`config.mk`:
```
export PLATFORM = sky130hd
export DESIGN_NAME = nnr_div
export DESIGN_NICKNAME = d
export VERILOG_FILES = /design/src/hw/rtl/nnr_pkg.sv /design/src/hw/rtl/nnr_div.sv
export SDC_FILE = /design/constraint.sdc
export NUM_CORES = 1
export LEC_CHECK = 0
export CAP_MARGIN = 20
export CORE_MARGIN = 2
export CORE_UTILIZATION = 30
export CTS_CLUSTER_SIZE = 8
export DETAILED_ROUTE_END_ITERATION = 12
export DONT_BUFFER_PORTS = 1
export PLACE_DENSITY = 0.44
export SYNTH_ARGS = -nofsm -noshare
export SYNTH_HDL_FRONTEND = slang
export SYNTH_SLANG_ARGS = --single-unit
```
`constraint.sdc`:
```
create_clock -name clock -period 2.54 [get_ports clock]
set_clock_uncertainty 0.05 [all_clocks]
set_input_delay 0.254 -clock clock [delete_from_list [all_inputs] [get_ports clock]]
set_output_delay 0.254 -clock clock [all_outputs]
set_load 0.01 [all_outputs]
```
`src/hw/rtl/nnr_pkg.sv`:
```
// Shared types, widths and codes of the nearest-neighbour rescaler.
// No dependencies; every other file of the block but nnr_ram imports it.
package nnr_pkg;

   localparam int MAX_DIM     = 64;
   localparam int FIELD_LIMIT = 64;
   localparam int DIM_LIMIT   = (MAX_DIM < FIELD_LIMIT) ? MAX_DIM : FIELD_LIMIT;
   localparam int STORE_DEPTH = MAX_DIM * MAX_DIM;
   localparam int ADDR_W      = $clog2(STORE_DEPTH);

   localparam int SIZE_W      = 7;
   localparam int COORD_W     = 6;
   localparam int PIX_W       = 8;
   localparam int CSR_INDEX_W = 3;
   localparam int CSR_DATA_W  = SIZE_W;

   // Divider: numerator 2*x*s + n, denominator 2*n, quotient at most 64.
   localparam int NUM_W  = 13;
   localparam int DEN_W  = SIZE_W + 1;
   localparam int QUOT_W = 7;
   localparam int DSH_W  = DEN_W + QUOT_W - 1;
   localparam int CNT_W  = $clog2(QUOT_W);

   localparam logic [CSR_INDEX_W-1:0] REG_SRC_WIDTH  = 3'd0;
   localparam logic [CSR_INDEX_W-1:0] REG_SRC_HEIGHT = 3'd1;
   localparam logic [CSR_INDEX_W-1:0] REG_DST_WIDTH  = 3'd2;
   localparam logic [CSR_INDEX_W-1:0] REG_DST_HEIGHT = 3'd3;

   localparam logic [SIZE_W-1:0] RST_SRC_WIDTH  = 7'd28;
   localparam logic [SIZE_W-1:0] RST_SRC_HEIGHT = 7'd28;
   localparam logic [SIZE_W-1:0] RST_DST_WIDTH  = 7'd32;
   localparam logic [SIZE_W-1:0] RST_DST_HEIGHT = 7'd32;

   localparam logic OP_WRITE = 1'b0;
   localparam logic OP_FETCH = 1'b1;

   typedef struct packed {
      logic [SIZE_W-1:0] src_width;
      logic [SIZE_W-1:0] src_height;
      logic [SIZE_W-1:0] dst_width;
      logic [SIZE_W-1:0] dst_height;
   } sizes_type;

   typedef enum logic [2:0] {
      ST_IDLE,
      ST_LOAD_X,
      ST_WAIT_X,
      ST_LOAD_Y,
      ST_WAIT_Y,
      ST_READ,
      ST_RESP
   } state_type;

   function automatic logic [ADDR_W-1:0] store_addr(logic [COORD_W-1:0] x,
                                                    logic [COORD_W-1:0] y);
      return ADDR_W'(y) * ADDR_W'(MAX_DIM) + ADDR_W'(x);
   endfunction

endpackage

```
`src/hw/rtl/nnr_div.sv`:
```
// Restoring divider, one quotient bit per cycle, QUOT_W quotient bits per division.
// Depends on nnr_pkg.
module nnr_div import nnr_pkg::*; (
   input  logic              clock,
   input  logic              reset,
   input  logic              start,
   input  logic [NUM_W-1:0]  num,
   input  logic [DEN_W-1:0]  den,
   output logic              done,
   output logic [QUOT_W-1:0] quot
);
   logic [NUM_W-1:0]  rem_ff,  rem_in;
   logic [DSH_W-1:0]  dsh_ff,  dsh_in;
   logic [QUOT_W-1:0] quot_ff, quot_in;
   logic [CNT_W-1:0]  cnt_ff,  cnt_in;
   logic              busy_ff, busy_in;
   logic              done_ff, done_in;
   logic [DSH_W-1:0]  diff;
   logic              fits;

   assign fits = {1'b0, rem_ff} >= dsh_ff;
   assign diff = {1'b0, rem_ff} - dsh_ff;

   always_comb begin
      rem_in  = rem_ff;
      dsh_in  = dsh_ff;
      quot_in = quot_ff;
      cnt_in  = cnt_ff;
      busy_in = busy_ff;
      done_in = 1'b0;
      priority if (start) begin
         rem_in  = num;
         dsh_in  = {den, {(QUOT_W-1){1'b0}}};
         quot_in = '0;
         cnt_in  = CNT_W'(QUOT_W - 1);
         busy_in = 1'b1;
      end else if (busy_ff) begin
         rem_in  = fits ? diff[NUM_W-1:0] : rem_ff;
         quot_in = {quot_ff[QUOT_W-2:0], fits};
         dsh_in  = dsh_ff >> 1;
         cnt_in  = cnt_ff - 1'b1;
         busy_in = (cnt_ff != '0);
         done_in = (cnt_ff == '0);
      end
   end

   always_ff @(posedge clock) begin
      if (reset) begin
         busy_ff <= 1'b0;
         done_ff <= 1'b0;
      end else begin
         busy_ff <= busy_in;
         done_ff <= done_in;
      end
      rem_ff  <= rem_in;
      dsh_ff  <= dsh_in;
      quot_ff <= quot_in;
      cnt_ff  <= cnt_in;
   end

   assign done = done_ff;
   assign quot = quot_ff;
endmodule

```
-- After elaboration in Yosys (flattened, before gate mapping)
Index checks and enable logic that the tools add are counted.
- flip-flop bits (word level): 39
- output and inout bits: 8
- logic and storage cells: 24
- add/subtract/negate cells: 2
- order comparisons: 1
- multiplexer cells: 7
- bitwise logic cells: 1
- reduce and logical (&&, ||, !) cells: 6
- operators with widths (operator ; number):
    $mux W13 ; 3
    $mux W14 ; 2
    $ge A13 B14 Y1 ; 1
    $sub A13 B13 Y13 ; 1
    $reduce_bool A2 Y1 ; 2
    $logic_not A3 Y1 ; 1
    $reduce_bool A3 Y1 ; 1
    $reduce_or A3 Y1 ; 1
    $sub A3 B1 Y3 const B ; 1
    $mux W1 ; 2
    $reduce_and A2 Y1 ; 1
    $not A1 Y1 ; 1

-- Longest topological paths before layout
Gate-level depths: netlist (run 1).
- depth in word-level cells: 4
- gate-level depth with buffers: 8
- mapped depth without buffers: 8

-- Worst setup path after synthesis (run 1)
No wires, ideal clock.
- kind: flip-flop to flip-flop
- start: register rem_ff[0]
- end: register rem_ff[0] (enable)
- library setup time: 0.388 ns
- arrival time: 2.282 ns
- required time: 2.102 ns
- path slack: -0.179 ns
- cell stages (with the launch flop): 9
- period minus slack after synthesis: 2.719 ns
- cell sequence: edfxtp_1 -> inv_1 -> ha_1 -> fa_1 -> nand2b_1 -> a21oi_1 -> o22a_2 -> nor2_1 -> o211ai_1
- word-level cells in the longest chain between the ends: 3
- ends and longest elaborated chain (what ; RTL line ; source):
    start: declaration ; nnr_div.sv:12 ; logic [NUM_W-1:0] rem_ff, rem_in;
    start signal: assignment ; nnr_div.sv:55 ; rem_ff <= rem_in;
    $ge A13 B14 Y1 ; nnr_div.sv:21 ; assign fits = {1'b0, rem_ff} >= dsh_ff;
    $reduce_bool A2 Y1 (no source line) ; -- ;
    $reduce_and A2 Y1 (no source line) ; -- ;
Every way passes these cells.
A chain may end at the register's enable or synchronous reset.

-- Final worst setup path (run 1)
- start: register rem_ff[0]
- end: register rem_ff[11] (enable)
The elaborated chain is that of the path after synthesis.

==> impl_metrics.toml, run 1 <==
[timing]
fmax_ghz = 0.443
fin_crit_sh_pct = 88.9
final.setup.tns_ns = 0
post-route-min-period_ns = 2.26
rsz0062_at_grt = "no"
max-slew-margin-rel_pct = 57.9
setup_slack_ns = 0.282
final_max_slew_viol_count = 0
worst_pin_slew_ns = 0.630
setup_viol_count_final = 0
hold_viol_final = 0

[clock_tree]
clkSlewWorstSetupHoldPaths_ns = 0.08
cts_htree_levels = 2
tritoncts.num_buffers = 5
cts_tree = "done"
clkLatencyLatePin_ns = 0.29
cts-root-buf = "clkbuf_8"
cts_num_sinks = 39
cts_max_path_buffers = 2
cts_resized = 0

[layout]
layout-drive-gt1-share_pct = 8.98
fill_cells = 772
diodes = 0
seq_area_um2 = 991
syn_to_final_growth_pct = 12.5
post-route-util_pct = 34.9
nNetsFinal = 284
multiInputGateArea_mm2 = 0.00115

[routing]
drc_errors = 0
ant_nets = 0
drt_pass1_iterations = 4
wl_per_cell_um = 14.9
drtIter0Drc = 44
viasPerCell = 4.95
drt_wl_total_um = 5130
vias = 1702

[critical_path]
crit_fanout = 13
end_kind = "register"
required_ns = 2.48
critical_path_class = "register to register"
arrival_ns = 2.19
critPathLaunchType = "register"
reg2reg_depth = 9

[global_route]
antenna_found_initial = 0
grt_pass1_wl_um = 8240
gr-total-overflow = 0
grt_pass1_vias = 1666
grt_max_degree = 44
grtUsageTotal_pct = 12.7

[die]
die_h_um = 90.6
core_area_mm2 = 0.00725
die_w_um = 90.6
die-area_mm2 = 0.00821
initial_core_util_pct = 31.0
row_count = 31
io_pins = 32

[logic_synthesis]
ys_ff_latch = 39
avgSynthCellArea_um2 = 9.37
synth_area_mm2 = 0.00225
synth_cell_type_count = 45
ys_seq_area_share_pct = 44.0
synth_flop_cell = "edfxtp_1"
synth_area_leaders = "edfxtp_1 28%, dfxtp_1 16%, ha_1 8.3%, mux2i_1 6.2%, nand2_1 4.5%"
syn_inst = 240
synth_edf_count = 21
synth_fp_nets = 280
async_reset_ff_share_pct = 0
netlist.area_leader.share_pct = 28.0
yosysTopAreaCell = "edfxtp_1"
yosys_warnings = 0

[pwr]
peakVddDrop_uv = 265
p_leak_nw = 0.983
power_mw = 2.00
powerDensity_mw_per_mm2 = 790

[placed_design]
dp_slack_ns = 0.279
routabilityCongestion = 0.795
hpwl_um = 3680
port_buffers = 0

[status]
status = "finished, final reports clean"

[min_path]
worst_hold_path_type = "input pin to register"
holdPathStages = 2

[job]
maxCapViolCount = 0
[cell type report]
type / instances / area share, %
well taps: 99 / 4.90
inverters: 23 / 3.41
repair buffers: 7 / 2.27
clock buffers: 8 / 4.90
multi-input cells: 168 / 45.4
flip-flops and latches: 39 / 39.2
[placed cells by master (no fill, tap or decap), types with 3 or more instances in the layout]
master	n
a211oi_1	3
a21oi_1	8
a22o_1	3
a31oi_1	3
buf_4	5
clkbuf_8	5
dfxtp_1	18
edfxtp_1	21
ha_1	14
inv_1	22
mux2i_1	14
nand2_1	27
nand3_1	5
nor2_1	25
nor3_1	5
o211ai_1	4
o21ai_0	14
o31ai_1	6
xnor2_1	5
xor2_1	4
[Yosys cell counts (2+ instances only)]
library cell   n
nand2_1       27
nor2_1        25
inv_1         22
edfxtp_1      21
dfxtp_1       18
ha_1          15
mux2i_1       14
o21ai_0       14
a21oi_1        9
o31ai_1        6
buf_1          5
nand3_1        5
nor3_1         5
xnor2_1        5
o211ai_1       4
xor2_1         4
a211oi_1       3
a22o_1         3
a31oi_1        3
buf_2          3
clkbuf_1       2
nand2b_1       2
nor2b_1        2
nor4_1         2
[cells by family after synthesis]
group	share of synthesized area, %
compound gates	16.4
xor+xnor	3.50
fa+ha+maj	9.23
buf+inv	5.67
flops	44.0
mux	6.23
simple gates	15.0
[metrics by stage]
stage	cells	cell area (um^2)	hold WS [ns]
floorplan	240	2270	0.276
global placement	334	2390	0.279
detailed placement	334	2390	0.279
CTS	344	2530	0.0257
global route	344	2530	0.0532
finish	344	2530	0.0451
[critical path, cell delays in order (launching register included)]
cell and delay [ns]:
edfxtp_1 0.33, inv_1 0.04, ha_2 0.19, fa_2 0.34, nand2b_4 0.15, a21oi_2 0.16
o22a_2 0.19, nor2_1 0.08, o211ai_1 0.15, buf_4 0.26
[per-layer routing]
| layer | track usage, % | vias to the layer above | wire length [um] |
|---|---|---|---|
| li1 | - | 861 | - |
| met1 | 17.0 | 808 | 2560 |
| met2 | 19.7 | 31 | 2310 |
| met3 | 3.51 | 2 | 218 |
| met4 | 4.23 | 0 | 38 |
| met5 | 0 | - | 0 |
[state kept, by name, indices dropped and copies added, names as in the netlist]
register,count
dsh_ff,14
rem_ff,13
quot,7
cnt_ff,3
busy_ff,1
done,1
[timing repair]
| item | CTS | global route |
|---|---|---|
| hold endpoints to repair | 16 | 0 |
| hold buffers | 2 | 0 |
| endpoints found under the setup margin | 0 | 0 |
| setup buffers | 0 | 0 |
[report_power, final]
| group | internal, mW | switching (mW) |
|---|---|---|
| registers | 0.758 | 0.0359 |
| logic | 0.276 | 0.381 |
| clock network | 0.318 | 0.229 |
[worst paths after layout]
check                  from         end  slack (ns)
setup / recovery  rem_ff[0]  rem_ff[11]        0.28
hold / removal        start     busy_ff        0.05
setup reg to reg  rem_ff[0]  rem_ff[11]        0.28
hold reg to reg   cnt_ff[1]   cnt_ff[1]        0.44
Power figures use the tool's default switching activity.
==> run 2: changes to the inputs <==
--- a/config.mk
+++ b/config.mk
@@ -11,7 +11,7 @@
 export CTS_CLUSTER_SIZE = 8
 export DETAILED_ROUTE_END_ITERATION = 12
 export DONT_BUFFER_PORTS = 1
-export PLACE_DENSITY = 0.44
+export PLACE_DENSITY_LB_ADDON = 0.2
 export SYNTH_ARGS = -nofsm -noshare
 export SYNTH_HDL_FRONTEND = slang
 export SYNTH_SLANG_ARGS = --single-unit
==> run 2 against run 1 <==
  * Fmax rose by 0.44%
  * Worst hold slack lost 0.0059 ns
  * Sequential share of layout area is 0.59 points higher
  * Via count shrank 2.0%
  * Count of clock-buffer cells in the layout shrank 3
  * Register-to-register slack hardly changed
  * Clock power is 23% lower
  * Combinational power is 2% lower
  * Wire length is 4.4% lower
  * Critical path depth did not move
  * First-iteration DRC count up 50%
  * Sequential power fell by 0.5%
==> impl_metrics.toml, run 2 (same netlist as run 1, synthesis figures left out) <==
[clock_tree]
cts_max_path_buffers = 2
cts_num_sinks = 39
cts-root-buf = "clkbuf_8"
cts_tree = "done"
cts_htree_levels = 2
cts_resized = 0
clkLatencyLatePin_ns = 0.29
tritoncts.num_buffers = 5
clkSlewWorstSetupHoldPaths_ns = 0.08
post-cts-setup-buffers = 0

[critical_path]
critPathLaunchType = "register"
required_ns = 2.49
r2r_slack_ns = 0.29
startpoint = "rem_ff[0]"
arrival_ns = 2.20
cpMaxStageDelayCell = "fa_2"
critPathMaxStageDelay_ns = 0.35
critical_path_class = "register to register"
crit_fanout = 8
path_cells = "inv_1 -> ha_2 -> fa_2 -> nand2b_4 -> a21oi_2 -> o22a_2 -> nor2_1 -> o211ai_1 -> buf_4"
r2r-start = "rem_ff[0]"
end_kind = "register"

[layout]
fill_cells = 769
nNetsFinal = 284
layout-drive-gt1-share_pct = 8.98
regMostFlops = "dsh_ff"
mostFrequentLayoutCell = "nand2_1"
syn_to_final_growth_pct = 10.8
largest_reg_flops = 14
final_cell_mix = "27 x nand2_1, 25 x nor2_1, 22 x inv_1"
instances_no_fill = 344
diodes = 0
post-route-util_pct = 34.4

[pwr]
peakVddDrop_uv = 255
netSwitchingFraction_pct = 34.2
pwr-share-comb_pct = 34.8
seqPwrFrac_pct = 42.5
pwr-share-clk_pct = 22.6
p_switching_mw = 0.635
internal-power_mw = 1.22
p_leak_nw = 0.967
powerDensity_mw_per_mm2 = 745

[global_route]
grt_max_degree = 44
gr-total-overflow = 0
grt_pass1_wl_um = 8280
grt_pass1_vias = 1690
grtUsageTotal_pct = 12.6
antenna_found_initial = 0

[routing]
vias = 1668
drtIter0Drc = 66
drt_wl_total_um = 4900
wl_per_cell_um = 14.3
ant_nets = 0
drc_errors = 0
viasPerCell = 4.85
drt_pass1_iterations = 4

[timing]
fin_crit_sh_pct = 88.5
final_max_slew_viol_count = 0
fmax_ghz = 0.445
setup_slack_ns = 0.292
rsz0062_at_grt = "no"
max-slew-margin-rel_pct = 60.5
setup_viol_count_final = 0
worst_pin_slew_ns = 0.590
post-route-min-period_ns = 2.25
final.setup.tns_ns = 0
hold_viol_final = 0

[placed_design]
dp_cells = 334
routabilityCongestion = 0.771
dp_slack_ns = 0.293
hpwl_um = 3650
port_buffers = 0

[die]
die_h_um = 90.6
io_pins = 32
die-area_mm2 = 0.00821
initial_core_util_pct = 31.0
row_count = 31
die_w_um = 90.6
core_area_mm2 = 0.00725

[status]
status = "finished, final reports clean"

[min_path]
holdCritStartpoint = "start"
worst_hold_path_type = "input pin to register"

[job]
maxCapViolCount = 0
## run 2: cell count changes in the layout (fill, tap and decap cells not counted), sizes merged
cell	change
clkbuf	-3
clkinv	+1
inv	+2
## run 2: final cells by class
type	count	area, um^2	share of cell area [%]
Clock buffer	5	68.8	2.76
Clock inverter	3	17.5	0.703
Inverter	23	86.3	3.46
Multi-Input combinational cell	168	1150	46.0
Sequential cell	39	991	39.8
Tap cell	99	124	4.97
Timing Repair Buffer	7	57.6	2.31
## run 2: timing repair
| item | in CTS | in global routing |
|---|---|---|
| hold endpoints to repair | 16 | 0 |
| hold buffers | 2 | 0 |
| setup endpoints to repair | 0 | 0 |
## run 2: critical path, delay by kind of cell, from the launching register on
family | cells | cell delay [ns]
buffers and inverters | 2 | 0.27
adder cells (fa/ha/maj) | 2 | 0.53
flip-flops | 1 | 0.32
AND/OR/NAND/NOR | 2 | 0.22
AO/OA/AOI/OAI | 3 | 0.55
## run 2: worst paths after layout
check | endpoint | cells after the start
worst max-delay path | rem_ff[12] | 9
worst min-delay path | busy_ff | 2
worst max register to register | rem_ff[12] | 9
worst min register to register | cnt_ff[1] | 2
## run 2: power groups by stage
stage / registers (mW) / logic (mW) / clock network [mW]
final: 0.790 / 0.647 / 0.420
after global routing: 0.798 / 0.732 / 0.474
after CTS: 0.791 / 0.649 / 0.447
after detailed placement: 0.805 / 0.640 / 0
after global placement: 0.806 / 0.643 / 0
after floorplan: 0.795 / 0.523 / 0
## run 2: layer usage
metal	GRT usage, %	wire length, um
met1	16.8	2350
met2	20.1	2290
met5	0	0
met4	2.95	22
met3	3.51	239
## run 2: per-stage QoR
| stage | total power, mW | area [um^2] | hold slack [ns] |
|---|---|---|---|
| finish | 1.86 | 2490 | 0.0392 |
| global route | 2.00 | 2490 | 0.0426 |
| CTS | 1.89 | 2490 | 0.0296 |
| detailed placement | 1.45 | 2390 | 0.282 |
| global placement | 1.45 | 2390 | 0.281 |
| floorplan | 1.32 | 2270 | 0.276 |
