--- src/hw/rtl/nnr_pkg.sv ---
// Shared types, widths and codes of the nearest-neighbour rescaler.
// No dependencies; every other file of the block but nnr_ram imports it.
package nnr_pkg;

   localparam int MAX_DIM     = 64;
   localparam int FIELD_LIMIT = 64;
   localparam int DIM_LIMIT   = (MAX_DIM < FIELD_LIMIT) ? MAX_DIM : FIELD_LIMIT;
   localparam int STORE_DEPTH = MAX_DIM * MAX_DIM;
   localparam int ADDR_W      = $clog2(STORE_DEPTH);

   localparam int SIZE_W      = 7;
   localparam int COORD_W     = 6;
   localparam int PIX_W       = 8;
   localparam int CSR_INDEX_W = 3;
   localparam int CSR_DATA_W  = SIZE_W;

   // Divider: numerator 2*x*s + n, denominator 2*n, quotient at most 64.
   localparam int NUM_W  = 13;
   localparam int DEN_W  = SIZE_W + 1;
   localparam int QUOT_W = 7;
   localparam int DSH_W  = DEN_W + QUOT_W - 1;
   localparam int CNT_W  = $clog2(QUOT_W);

   localparam logic [CSR_INDEX_W-1:0] REG_SRC_WIDTH  = 3'd0;
   localparam logic [CSR_INDEX_W-1:0] REG_SRC_HEIGHT = 3'd1;
   localparam logic [CSR_INDEX_W-1:0] REG_DST_WIDTH  = 3'd2;
   localparam logic [CSR_INDEX_W-1:0] REG_DST_HEIGHT = 3'd3;

   localparam logic [SIZE_W-1:0] RST_SRC_WIDTH  = 7'd28;
   localparam logic [SIZE_W-1:0] RST_SRC_HEIGHT = 7'd28;
   localparam logic [SIZE_W-1:0] RST_DST_WIDTH  = 7'd32;
   localparam logic [SIZE_W-1:0] RST_DST_HEIGHT = 7'd32;

   localparam logic OP_WRITE = 1'b0;
   localparam logic OP_FETCH = 1'b1;

   typedef struct packed {
      logic [SIZE_W-1:0] src_width;
      logic [SIZE_W-1:0] src_height;
      logic [SIZE_W-1:0] dst_width;
      logic [SIZE_W-1:0] dst_height;
   } sizes_type;

   typedef enum logic [2:0] {
      ST_IDLE,
      ST_LOAD_X,
      ST_WAIT_X,
      ST_LOAD_Y,
      ST_WAIT_Y,
      ST_READ,
      ST_RESP
   } state_type;

   function automatic logic [ADDR_W-1:0] store_addr(logic [COORD_W-1:0] x,
                                                    logic [COORD_W-1:0] y);
      return ADDR_W'(y) * ADDR_W'(MAX_DIM) + ADDR_W'(x);
   endfunction

endpackage

--- src/hw/rtl/nnr_csr.sv ---
// Size registers of the rescaler, held saturated to 1 .. DIM_LIMIT.
// Depends on nnr_pkg.
module nnr_csr import nnr_pkg::*; (
   input  logic                   clock,
   input  logic                   reset,
   input  logic                   csr_we,
   input  logic [CSR_INDEX_W-1:0] csr_index,
   input  logic [CSR_DATA_W-1:0]  csr_wdata,
   output sizes_type              sizes
);
   sizes_type         sizes_ff;
   sizes_type         sizes_in;
   logic [SIZE_W-1:0] sat_value;

   always_comb begin
      priority if (csr_wdata == '0) begin
         sat_value = SIZE_W'(1);
      end else if (csr_wdata > SIZE_W'(DIM_LIMIT)) begin
         sat_value = SIZE_W'(DIM_LIMIT);
      end else begin
         sat_value = csr_wdata;
      end
   end

   always_comb begin
      sizes_in = sizes_ff;
      if (csr_we) begin
         unique case (csr_index)
            REG_SRC_WIDTH:  sizes_in.src_width  = sat_value;
            REG_SRC_HEIGHT: sizes_in.src_height = sat_value;
            REG_DST_WIDTH:  sizes_in.dst_width  = sat_value;
            REG_DST_HEIGHT: sizes_in.dst_height = sat_value;
            default:        sizes_in = sizes_ff;
         endcase
      end
   end

   always_ff @(posedge clock) begin
      if (reset) begin
         sizes_ff.src_width  <= RST_SRC_WIDTH;
         sizes_ff.src_height <= RST_SRC_HEIGHT;
         sizes_ff.dst_width  <= RST_DST_WIDTH;
         sizes_ff.dst_height <= RST_DST_HEIGHT;
      end else begin
         sizes_ff <= sizes_in;
      end
   end

   assign sizes = sizes_ff;
endmodule

--- config.mk ---
export PLATFORM = sky130hd
export DESIGN_NAME = nnr_csr
export DESIGN_NICKNAME = d
export VERILOG_FILES = /design/src/hw/rtl/nnr_pkg.sv /design/src/hw/rtl/nnr_csr.sv
export SDC_FILE = /design/constraint.sdc
export NUM_CORES = 1
export LEC_CHECK = 0
export BUFFER_PORTS_ARGS = -buffer_cell sky130_fd_sc_hd__buf_4
export CAP_MARGIN = 20
export CORE_MARGIN = 3
export CORE_UTILIZATION = 43
export DETAILED_ROUTE_END_ITERATION = 7
export PLACE_DENSITY = 0.74
export SETUP_SLACK_MARGIN = 0.02
export SYNTH_ARGS = -nofsm -noshare
export SYNTH_HDL_FRONTEND = slang
export SYNTH_SLANG_ARGS = --single-unit
--- constraint.sdc ---
create_clock -name clock -period 1.2 [get_ports clock]
set_clock_uncertainty 0.05 [all_clocks]
set_input_delay 0.06 -clock clock [delete_from_list [all_inputs] [get_ports clock]]
set_output_delay 0.06 -clock clock [all_outputs]
set_load 0.01 [all_outputs]
---- Word level (Yosys, flattened, before mapping) ----
Cells that the tools add are included.
storage, ports and cells
  register bits after elaboration ......... 28
  bits of input ports ..................... 13
  output and inout port bits .............. 28
  word-level logic and storage cells ...... 16
operators by class
  magnitude comparators ................... 1
  eq/ne operators ......................... 3
  mux-type cells .......................... 2
  reductions and logical operators ........ 6
operators with widths
  kind                  count
  $mux W7               2
  $reduce_and A2 Y1     4
  $gt A7 B7 Y1 const B  1
  $logic_not A7 Y1      1
  $eq A3 B2 Y1 const B  2
  $eq A3 B1 Y1 const B  1
  $logic_not A3 Y1      1

---- Longest topological paths before layout ----
Gate-level depths: netlist (run 1).
  depth after elaboration ................. 3
  gate-level depth with buffers ........... 4
  depth with buffers taken out ............ 3

---- Worst setup path before layout (run 1) ----
OpenSTA, ideal clock, no wires.
  kind .................................... input to register
  start point ............................. in csr_index[1]
  end point ............................... reg sizes_ff, in the netlist sizes[23]
  setup time .............................. 0.120 ns
  data arrival time ....................... 1.003 ns
  data required time ...................... 1.030 ns
  path slack .............................. 0.027 ns
  cell stages on the path ................. 3
  buffers on the path ..................... 1
  path through ............................ or4b_1 buf_2 a211o_1
between the ends
  word-level cells in the longest chain between the ends .. 2
RTL lines
  element                      line           text
  from (decl)                  nnr_csr.sv:7   input logic [CSR_INDEX_W-1:0] csr_index,
  $logic_not A3 Y1             nnr_csr.sv:28  unique case (csr_index)
  $reduce_and A2 Y1 (no line)  -
  to (signal assigned)         nnr_csr.sv:45  sizes_ff <= sizes_in;
  to (decl)                    nnr_csr.sv:11  sizes_type sizes_ff;
No other way between the ends.
A chain may end at the register's enable or synchronous reset.

---- Worst setup path in the final report (run 1) ----
Ends and elaborated chain as after synthesis.

==> results of run 1 <==
-- worst max-delay path, cell delays in order --
cell,delay [ns]
buf_4,0.11
or4b_1,0.53
buf_4,0.19
a211o_1,0.29
-- metal layers --
| metal | vias up | track usage | wire length, µm |
|---|---|---|---|
| met5 | - | 0 | 0 |
| met1 | 513 | 0.221 | 1280 |
| met2 | 38 | 0.277 | 1300 |
| met4 | 0 | 0.0695 | 22 |
| met3 | 4 | 0.0271 | 163 |
| li1 | 531 | - | - |
-- power breakdown --
group / switching, mW / total [mW] / internal (mW)
Sequential: 0.0104 / 0.959 / 0.949
Clock: 0.244 / 0.362 / 0.117
Combinational: 0.0977 / 0.207 / 0.109
Total: 0.352 / 1.53 / 1.18
-- kinds of logic after synthesis --
family | after synthesis
mux | 8
compound gates | 16
simple gates | 65
buf+inv | 9
flops | 28
-- through the flow --
stage | power, mW | setup WS [ns] | instance area [µm²] | setup TNS [ns]
floorplan | 1.07 | 0.0273 | 1140 | 0
global placement | 1.17 | -0.118 | 1530 | -0.566
detailed placement | 1.18 | -0.144 | 1530 | -0.766
CTS | 1.54 | 0.194 | 1590 | 0
global route | 1.59 | 0.168 | 1590 | 0
finish | 1.53 | 0.193 | 1590 | 0
-- layout make-up --
cell class,count,area [µm²]
Fill cell,224,911
Sequential cell,28,561
Multi-Input combinational cell,89,549
Timing Repair Buffer,54,415
Tap cell,30,37.5
Clock buffer,3,22.5
Inverter,1,3.75
-- layout by cell type, fill, tap and decap left out --
| cell type | instances |
|---|---|
| dfxtp_1 | 28 |
| a211o_1 | 7 |
| mux2i_1 | 8 |
| nor4_1 | 1 |
| o311ai_0 | 1 |
| a21oi_1 | 8 |
| or4b_1 | 1 |
| nor2b_1 | 6 |
| nor4bb_2 | 1 |
| inv_1 | 1 |
| nor4b_1 | 1 |
| buf_4 | 50 |
| nand3_1 | 3 |
| nand4b_1 | 4 |
| nand4bb_1 | 2 |
| nand3b_1 | 4 |
| nand2_1 | 21 |
| dlygate4sd3_1 | 4 |
| nor3b_1 | 1 |
| nand2b_1 | 4 |
| clkbuf_4 | 3 |
| nor2_1 | 15 |
| and4b_1 | 1 |
-- cell usage after synthesis --
| cell | n |
|---|---|
| a211o_1 | 7 |
| a21oi_1 | 8 |
| and4b_1 | 1 |
| buf_2 | 3 |
| clkbuf_1 | 5 |
| dfxtp_1 | 28 |
| inv_1 | 1 |
| mux2i_1 | 8 |
| nand2_1 | 21 |
| nand2b_1 | 4 |
| nand3_1 | 3 |
| nand3b_1 | 4 |
| nand4b_1 | 4 |
| nand4bb_1 | 2 |
| nor2_1 | 15 |
| nor2b_1 | 6 |
| nor3b_1 | 1 |
| nor4_1 | 1 |
| nor4b_1 | 1 |
| nor4bb_1 | 1 |
| o311ai_0 | 1 |
| or4b_1 | 1 |
-- worst paths after layout --
kind | from | end | slack, ns
worst max-delay path | csr_index[1] | sizes[23] | 0.19
worst min-delay path | csr_wdata[6] | sizes[27] | 0.01
worst max register to register | sizes[12] | sizes[12] | 0.33
worst min register to register | sizes[6] | sizes[6] | 0.42
==> summary.md, run 1 <==
| Metric | Value |
|---|---|
| Max Cap Viol | `0` |
| Slew headroom | `0.713` |
| Worst-path clk slew | `between 0.1 and 0.15 ns` |
| DRC | `0` |
| CTS tree | `done` |
| Mux cell area share after synthesis | `0.0702` |
| CTS max path bufs | `2` |
| Die width | `57.5 µm` |
| Largest net degree at the start of global routing | `15` |
| 1st-iter DRT viols | `22` |
| Post-synth top area cell | `dfxtp_1` |
| Total GRT Usage | `0.170` |
| Yosys top cell area share | `0.491` |
| Worst IR Drop VDD | `slightly above 0.8 mV` |
| Avg Synthesized Cell Area | `9.06 µm²` |
| Setup Buffers After CTS | `0` |
| CTS root buffer | `clkbuf_4` |
| Synth Instances | `between 100 and 150` |
| CP startpoint kind | `input pin` |
| Core Util, Final | `0.636` |
| DR vias | `1086` |
| Initial antenna violation count | `0` |
| Hold depth | `3` |
| Starting Density | `0.456` |
| Share of cells above drive strength 1 | `0.309` |
| Hold_buf cts | `4` |
| Placed Cells incl. Taps | `about 200` |
| Mapped Area | `~1100 µm²` |
| Post-Synth Adder-Cell Area | `0` |
| Post-DP HPWL | `2020 µm` |
| Slew Limit Fails | `0` |
| # resized after CTS | `0` |
| XOR/XNOR Fraction of Synth Area | `0` |
| Post-Syn Nets | `approximately 140` |
| Final setup violation count | `0` |
| Num rows | `18` |
| RSZ-0062 raised after global routing | `no` |
| Synth top area cells | `dfxtp_1 (49%), mux2i_1 (7.0%), nand2_1 (6.9%)` |
| Final hold violation count | `0` |
| Clock Latency Late Sink | `roughly 0.31 ns` |
| Required @ worst endpoint | `around 1.4 ns` |
| First-pass GRT wire length | `4460 µm` |
| ANT nets after route | `0` |
| Crit-path max FO | `10` |
| Height of the die | `around 58 µm` |
| Non-Filler Instances | `between 200 and 250` |
| WL final | `roughly 2800 µm` |
| Pleak | `about 0.67 nW` |
| Max reg flops | `28` |
| WS Path Type | `in -> reg` |
| Worst Hold Class | `in -> reg` |
| Placer Congestion | `0.737` |
| Drt pass-1 iters | `4` |
| Clock sinks | `28` |
| Final net count | `190` |
| Pwr dens | `961 nW/µm²` |
| Worst reg2reg path depth | `2` |
| Congestion Overflow GR | `0` |
| Synthesis-to-layout area growth | `39.3%` |
| CTS H-Tree Depth | `1` |
| Total CTS buffers | `3` |
| Die ar. | `approximately 3300 µm²` |
| Post-Synth Simple-Gate Area | `0.309` |
| Crit path capture type | `flip-flop` |
| Inserted Diodes | `0` |
| Highest clock rate | `993 MHz` |
| Avg Vias per Cell | `between 5 and 6` |
| Core Region | `approximately 2500 µm²` |
| Port buffer count | `40` |
| Post-synthesis sequential element count | `28` |
| YS warnings | `0` |
| Yosys cell types | `22` |
| Sequential fraction of the synthesis area | `0.491` |
| Status | `complete, no violations` |
| Final period utilization | `0.839` |
| Min Hold Slack | `0.0108 ns` |
| Main combinational cell family by area after synthesis | `simple AND/OR/NAND/NOR gates` |
| Fin crit period | `1.01 ns` |
| Vias in the first global route | `1039` |
| WL/cell | `around 13 µm` |
| I/O pin total | `41` |
| WP data arrival | `roughly 1.2 ns` |
| Complex-gate fraction of the synthesized area | `0.0965` |
| Slew @ Worst Pin | `between 0.4 and 0.5 ns` |
No activity file was read; power rests on OpenSTA's default activity.
==> run 2: changes to the inputs <==
==> constraint.sdc (replaced) <==
create_clock -name clock -period 0.82 [get_ports clock]
set_clock_uncertainty 0.05 [all_clocks]
set_input_delay 0.041 -clock clock [delete_from_list [all_inputs] [get_ports clock]]
set_output_delay 0.041 -clock clock [all_outputs]
set_load 0.01 [all_outputs]
==> run 2 against run 1 <==
The flow now finishes with violations (negative hold slack, negative setup slack). Clock power grew 58%. Total power grew 56%. First-iteration DRC count increased by 59%. Critical path depth fell by 3. Via count is 7.0% higher. Utilization increased by 12 points. Sequential power rose by 47%. Register-to-register slack lost 0.33 ns. Flip-flop and latch count did not move. Cell area rose by 19%. Setup slack worse by 0.27 ns. Count of clock-buffer cells in the layout did not move. Critical endpoint is now sizes[18]. Largest cell class is now buffers.
==> summary.md, run 2 (same netlist as run 1, synthesis figures left out) <==
| Metric | Value |
|---|---|
| Status | `finished, violations left` |
| Violations in the final reports | `negative hold slack, negative setup slack` |
| Final net count | `203 (+6.8%)` |
| Total GRT Usage | `0.220 (+0.0501)` |
| Clock sinks | `28 (unchanged)` |
| Commonest non-fill, non-tap cells in the layout | `buf_6 (32), buf_4 (28), dfxtp_2 (28)` |
| Share of cells above drive strength 1 | `0.532 (+0.223)` |
| 1st-iter DRT viols | `35 (+59%)` |
| Synthesis-to-layout area growth | `65.9%` |
| TNS Setup | `-1.91 ns (-1.91 ns)` |
| Worst reg2reg path depth | `2 (unchanged)` |
| Hold_sp | `reset` |
| Max Cap Viol | `0 (unchanged)` |
| Max reg flops | `28 (unchanged)` |
| Delay of the slowest critical-path stage | `0.38 ns (-0.15 ns)` |
| Commonest non-fill, non-tap cell in the layout | `buf_6` |
| Slew Limit Fails | `0 (unchanged)` |
| CP startpoint kind | `flip-flop` |
| WS Path Type | `reg -> out` |
| Total stage count of the critical path | `1 (-3)` |
| Worst-path clk slew | `0.14 ns (about the same)` |
| Final period utilization | `1.10` |
| Hold depth | `3 (unchanged)` |
| Crit-path max FO | `2 (-8)` |
| RR Endpoint | `sizes[12]` |
| I/O pin total | `41 (unchanged)` |
| Slowest-stage cell, CP | `dfxtp_2` |
| Setup ws final | `-0.0813 ns (-0.275 ns)` |
| WL final | `3380 µm (+22%)` |
| Worst Hold Class | `in -> reg` |
| Die width | `57.5 µm (unchanged)` |
| WP data arrival | `0.81 ns (-0.36 ns)` |
| Slew headroom | `0.798 (+0.0850)` |
| Required @ worst endpoint | `0.73 ns (-0.64 ns)` |
| Port buffer count | `40 (unchanged)` |
| Flop2flop setup slack | `0 ns (-0.33 ns)` |
| Drt pass-1 iters | `4 (unchanged)` |
| Congestion Overflow GR | `0 (unchanged)` |
| Min Hold Slack | `-0.0318 ns (-0.0426 ns)` |
| Fin crit period | `around 0.9 ns` |
| Worst IR Drop VDD | `1.39 mV (+69%)` |
| Avg Vias per Cell | `5.33 (+0.62%)` |
| Worst Setup SP | `sizes[18]` |
| DRC | `0 (unchanged)` |
| Final setup violation count | `32 (+32)` |
| Clock Latency Late Sink | `0.33 ns (+0.02 ns)` |
| CTS tree | `done` |
| Bufs and invs on worst path | `1 (-1)` |
| Final hold violation count | `10 (+10)` |
| Largest net degree at the start of global routing | `15 (unchanged)` |
| Reg-to-reg critical path startpoint | `sizes[12]` |
| WL/cell | `15.5 µm (+15%)` |
| Starting Density | `0.456 (unchanged)` |
| Core Util, Final | `0.757 (+0.122)` |
| Pleak | `0.801 nW (+19%)` |
| Total power | `2.38 mW (+56%)` |
| Filler cell count in the final layout | `185 (-17%)` |
| CTS root buffer | `clkbuf_4` |
| First-pass GRT wire length | `5600 µm (+25%)` |
| Die ar. | `3310 µm² (unchanged)` |
| Slew @ Worst Pin | `0.303 ns (-0.127 ns)` |
| Pwr dens | `1260 nW/µm² (+31%)` |
| Num rows | `18 (unchanged)` |
| Top Family by Delay on Critical Path | `flip-flops` |
| Placer Congestion | `0.784 (+6.4%)` |
| Initial antenna violation count | `0 (unchanged)` |
| Core Region | `2500 µm² (unchanged)` |
| RSZ-0062 raised after global routing | `yes` |
| Total CTS buffers | `3 (unchanged)` |
| Post-DP HPWL | `2260 µm (+12%)` |
| CTS H-Tree Depth | `1 (unchanged)` |
| ANT nets after route | `0 (unchanged)` |
| Critical path endpoint | `sizes[18]` |
| Crit path capture type | `output port` |
| Height of the die | `57.5 µm (unchanged)` |
| DR vias | `1162 (+7.0%)` |
| Inserted Diodes | `0 (unchanged)` |
| CTS max path bufs | `2 (unchanged)` |
| Vias in the first global route | `1145 (+10%)` |
| Highest clock rate | `1110 MHz` |
| Critical path, cell by cell | `buf_6` |
-- run 2: what timing repair did --
action / in CTS / in global routing
gates cloned: 1 / 1
endpoints found under the hold margin: 14 / 13
gates resized for setup: 61 / 7
pin swaps: 3 / 8
endpoints found under the setup margin: 34 / 42
buffers inserted: 2 / 4
hold buffers: 1 / 2
-- run 2: worst min-delay path by stage --
stage / to / slack [ns]
floorplan: sizes[0] / 0.18
global placement: sizes[6] / 0.33
detailed placement: sizes[6] / 0.34
CTS: sizes[6] / -0.04
global route: sizes[6] / -0.04
finish: sizes[6] / -0.03
-- run 2: layout make-up --
class,instances,area [µm²],area share
multi-input cells,90,588,0.311
repair buffers,66,646,0.341
inverters,1,3.75,0.00198
flip-flops and latches,28,596,0.315
clock buffers,3,22.5,0.0119
well taps,30,37.5,0.0198
-- run 2: report_power, final --
part | switching, mW | leakage, nW | internal [mW]
Combinational | 0.170 | 0.554 | 0.229
Sequential | 0.0208 | 0.233 | 1.39
Clock | 0.399 | 0.0138 | 0.173
Total | 0.589 | 0.801 | 1.80
-- run 2: per-stage QoR --
step	cells	worst slack [ns]	area, µm²	hold slack, ns
6_report	218	-0.0813	1890	-0.0318
5_1_grt	218	-0.130	1890	-0.0393
3_5_place_dp	205	-0.404	1600	0.336
4_1_cts	212	-0.0793	1820	-0.0355
3_3_place_gp	205	-0.371	1600	0.332
2_1_floorplan	126	-0.285	1170	0.183
-- run 2: per-layer routing --
layer / global-route usage / vias up / wire [µm]
li1: - / 563 / -
met1: 0.291 / 557 / 1440
met2: 0.360 / 33 / 1690
met3: 0.0317 / 9 / 165
met5: 0 / - / 0
met4: 0.0828 / 0 / 85
==> run 3: changes to the inputs <==
--- a/config.mk
+++ b/config.mk
@@ -7,7 +7,6 @@
 export LEC_CHECK = 0
 export BUFFER_PORTS_ARGS = -buffer_cell sky130_fd_sc_hd__buf_4
 export CAP_MARGIN = 20
-export CORE_MARGIN = 3
 export CORE_UTILIZATION = 43
 export DETAILED_ROUTE_END_ITERATION = 7
 export PLACE_DENSITY = 0.74
==> run 3 against run 2 <==
The run still ends with negative hold slack, negative setup slack left. Fmax increased by 2.6%. Non-clock buffer count decreased by 1. Clock power decreased by 7.3%. Flip-flop and latch count unchanged. Combinational power decreased by 3%. Largest power group unchanged.
==> summary.md, run 3 (same netlist as run 1, synthesis figures left out) <==
| Metric | Value |
|---|---|
| Status | `finished, violations left` |
| Violations in the final reports | `negative hold slack, negative setup slack` |
| Num rows | `18 (unchanged)` |
| Post-DP HPWL | `2110 µm (-6.8%)` |
| WL final | `3280 µm (-3.0%)` |
| CTS root buffer | `clkbuf_4` |
| Max Cap Viol | `0 (unchanged)` |
| Total GRT Usage | `0.237 (+0.0173)` |
| TNS Setup | `-1.31 ns (+0.605 ns)` |
| Drt pass-1 iters | `4 (unchanged)` |
| Share of cells above drive strength 1 | `0.578 (+0.0456)` |
| Largest net degree at the start of global routing | `15 (unchanged)` |
| Vias in the first global route | `1071 (-6.5%)` |
| Min Hold Slack | `-0.00488 ns (+0.0269 ns)` |
| Core Region | `2500 µm² (unchanged)` |
| Slew headroom | `0.790 (-0.00809)` |
| Synthesis-to-layout area growth | `66.1%` |
| I/O pin total | `41 (unchanged)` |
| Final setup violation count | `32 (unchanged)` |
| DR vias | `1153 (-0.77%)` |
| Die ar. | `2860 µm² (-13%)` |
| Congestion Overflow GR | `0 (unchanged)` |
| Net Sw Frac | `0.236 (-0.0114)` |
| 1st-iter DRT viols | `15 (-57%)` |
| DRC | `0 (unchanged)` |
| Critical path, cell by cell | `buf_6` |
| Total power | `2.33 mW (-2.3%)` |
| Initial antenna violation count | `0 (unchanged)` |
| Net Sw Power | `0.549 mW (-6.8%)` |
| Placer Congestion | `0.710 (-9.5%)` |
| Slowest-stage cell, CP | `dfxtp_2` |
| Pleak | `0.800 nW (-0.13%)` |
| Final hold violation count | `4 (-6)` |
| WL/cell | `15.1 µm (-2.6%)` |
| Setup ws final | `-0.0584 ns (+0.0229 ns)` |
| CTS H-Tree Depth | `1 (unchanged)` |
| Avg Vias per Cell | `5.31 (-0.32%)` |
| First-pass GRT wire length | `4830 µm (-14%)` |
| Final net count | `202 (-0.49%)` |
| ANT nets after route | `0 (unchanged)` |
| WS Path Type | `reg -> out` |
| Clock Latency Late Sink | `0.31 ns (-0.02 ns)` |
| Seq pwr share | `0.607 (+0.014)` |
| Commonest non-fill, non-tap cell in the layout | `buf_4` |
| RSZ-0062 raised after global routing | `yes` |
| Final period utilization | `1.07 (-0.0280)` |
| Commonest non-fill, non-tap cells in the layout | `buf_4 (32), buf_6 (29), dfxtp_2 (28)` |
| Bufs and invs on worst path | `1 (unchanged)` |
| Worst Hold Class | `in -> reg` |
| Pwr dens | `1230 nW/µm² (-2.4%)` |
| Total CTS buffers | `3 (unchanged)` |
| Max reg flops | `28 (unchanged)` |
| Gate power share | `0.166 (about the same)` |
| CTS tree | `done` |
| Worst-path clk slew | `0.13 ns (about the same)` |
| Inserted Diodes | `0 (unchanged)` |
| CTS max path bufs | `2 (unchanged)` |
| Hold_buf cts | `1 (unchanged)` |
| Clk pwr share | `0.228 (-0.012)` |
| Fin crit period | `0.878 ns (-0.0229 ns)` |
| CP startpoint kind | `flip-flop` |
| Starting Density | `0.456 (unchanged)` |
| Die width | `53.5 µm (-7.0%)` |
| Height of the die | `53.5 µm (-7.0%)` |
| Clock sinks | `28 (unchanged)` |
| Top Family by Delay on Critical Path | `flip-flops` |
| Highest clock rate | `1140 MHz (+2.6%)` |
| Crit path capture type | `output port` |
| WP data arrival | `0.79 ns (-0.02 ns)` |
| Worst IR Drop VDD | `1.32 mV (-5.2%)` |
| Delay of the slowest critical-path stage | `0.37 ns (about the same)` |
| Crit-path max FO | `2 (unchanged)` |
| Slew Limit Fails | `0 (unchanged)` |
| Port buffer count | `40 (unchanged)` |
| Required @ worst endpoint | `0.73 ns (about the same)` |
| Slew @ Worst Pin | `0.315 ns (+0.0121 ns)` |
| P_int | `1.78 mW (-0.77%)` |
run 3: cell count changes in the layout (fill, tap and decap cells not counted), moves of 2 or more:
cell	change
a21oi_1	-2
a21oi_2	+2
buf_4	+4
buf_6	-3
dlygate4sd3_1	-2
nand2_1	-3
nand2_2	+3
nor2_1	-2
nor2_2	+2
run 3: timing repair:
action / CTS / global route
setup endpoints to repair: 32 / 40
hold endpoints to repair: 13 / 10
buffers inserted: 5 / 1
resized for setup: 61 / 11
cloned: 1 / 0
pin swaps: 3 / 9
run 3: through the flow:
| stage | worst slack, ns | utilization | std cells | instance area, µm² |
|---|---|---|---|---|
| 6_report | -0.0584 | 0.758 | 217 | 1900 |
| 5_1_grt | -0.0934 | 0.758 | 217 | 1900 |
| 4_1_cts | -0.0655 | 0.739 | 216 | 1850 |
| 3_5_place_dp | -0.422 | 0.644 | 206 | 1610 |
| 3_3_place_gp | -0.389 | 0.644 | 206 | 1610 |
| 2_1_floorplan | -0.285 | - | 126 | 1170 |
run 3: final cells by class:
cell class | instances | area [µm²]
sequential | 28 | 596
multi-input combinational | 90 | 607
timing repair buffer | 65 | 629
tap | 30 | 37.5
clock buffer | 3 | 22.5
fill | 188 | 604
inverter | 1 | 3.75
run 3: per-layer routing:
metal / vias to the layer above / global-route usage / routed length (µm)
li1: 562 / - / -
met4: 0 / 0.0833 / 21
met3: 4 / 0.0402 / 132
met2: 39 / 0.396 / 1680
met1: 548 / 0.303 / 1440
met5: - / 0 / 0
run 3: final timing paths:
check        cells past startpoint        end  startpoint  slack, ns
max                              1  sizes[26]   sizes[26]      -0.06
min                              3   sizes[4]       reset     -0.005
max reg2reg                      2  sizes[12]   sizes[12]      -0.01
min reg2reg                      2   sizes[4]    sizes[4]       0.42
run 3: power groups by stage:
stage | registers [mW] | logic, mW | clock network, mW
6_report | 1.41 | 0.387 | 0.530
5_1_grt | 1.42 | 0.410 | 0.605
4_1_cts | 1.41 | 0.367 | 0.552
3_5_place_dp | 1.43 | 0.324 | 0
3_3_place_gp | 1.43 | 0.318 | 0
2_1_floorplan | 1.45 | 0.125 | 0
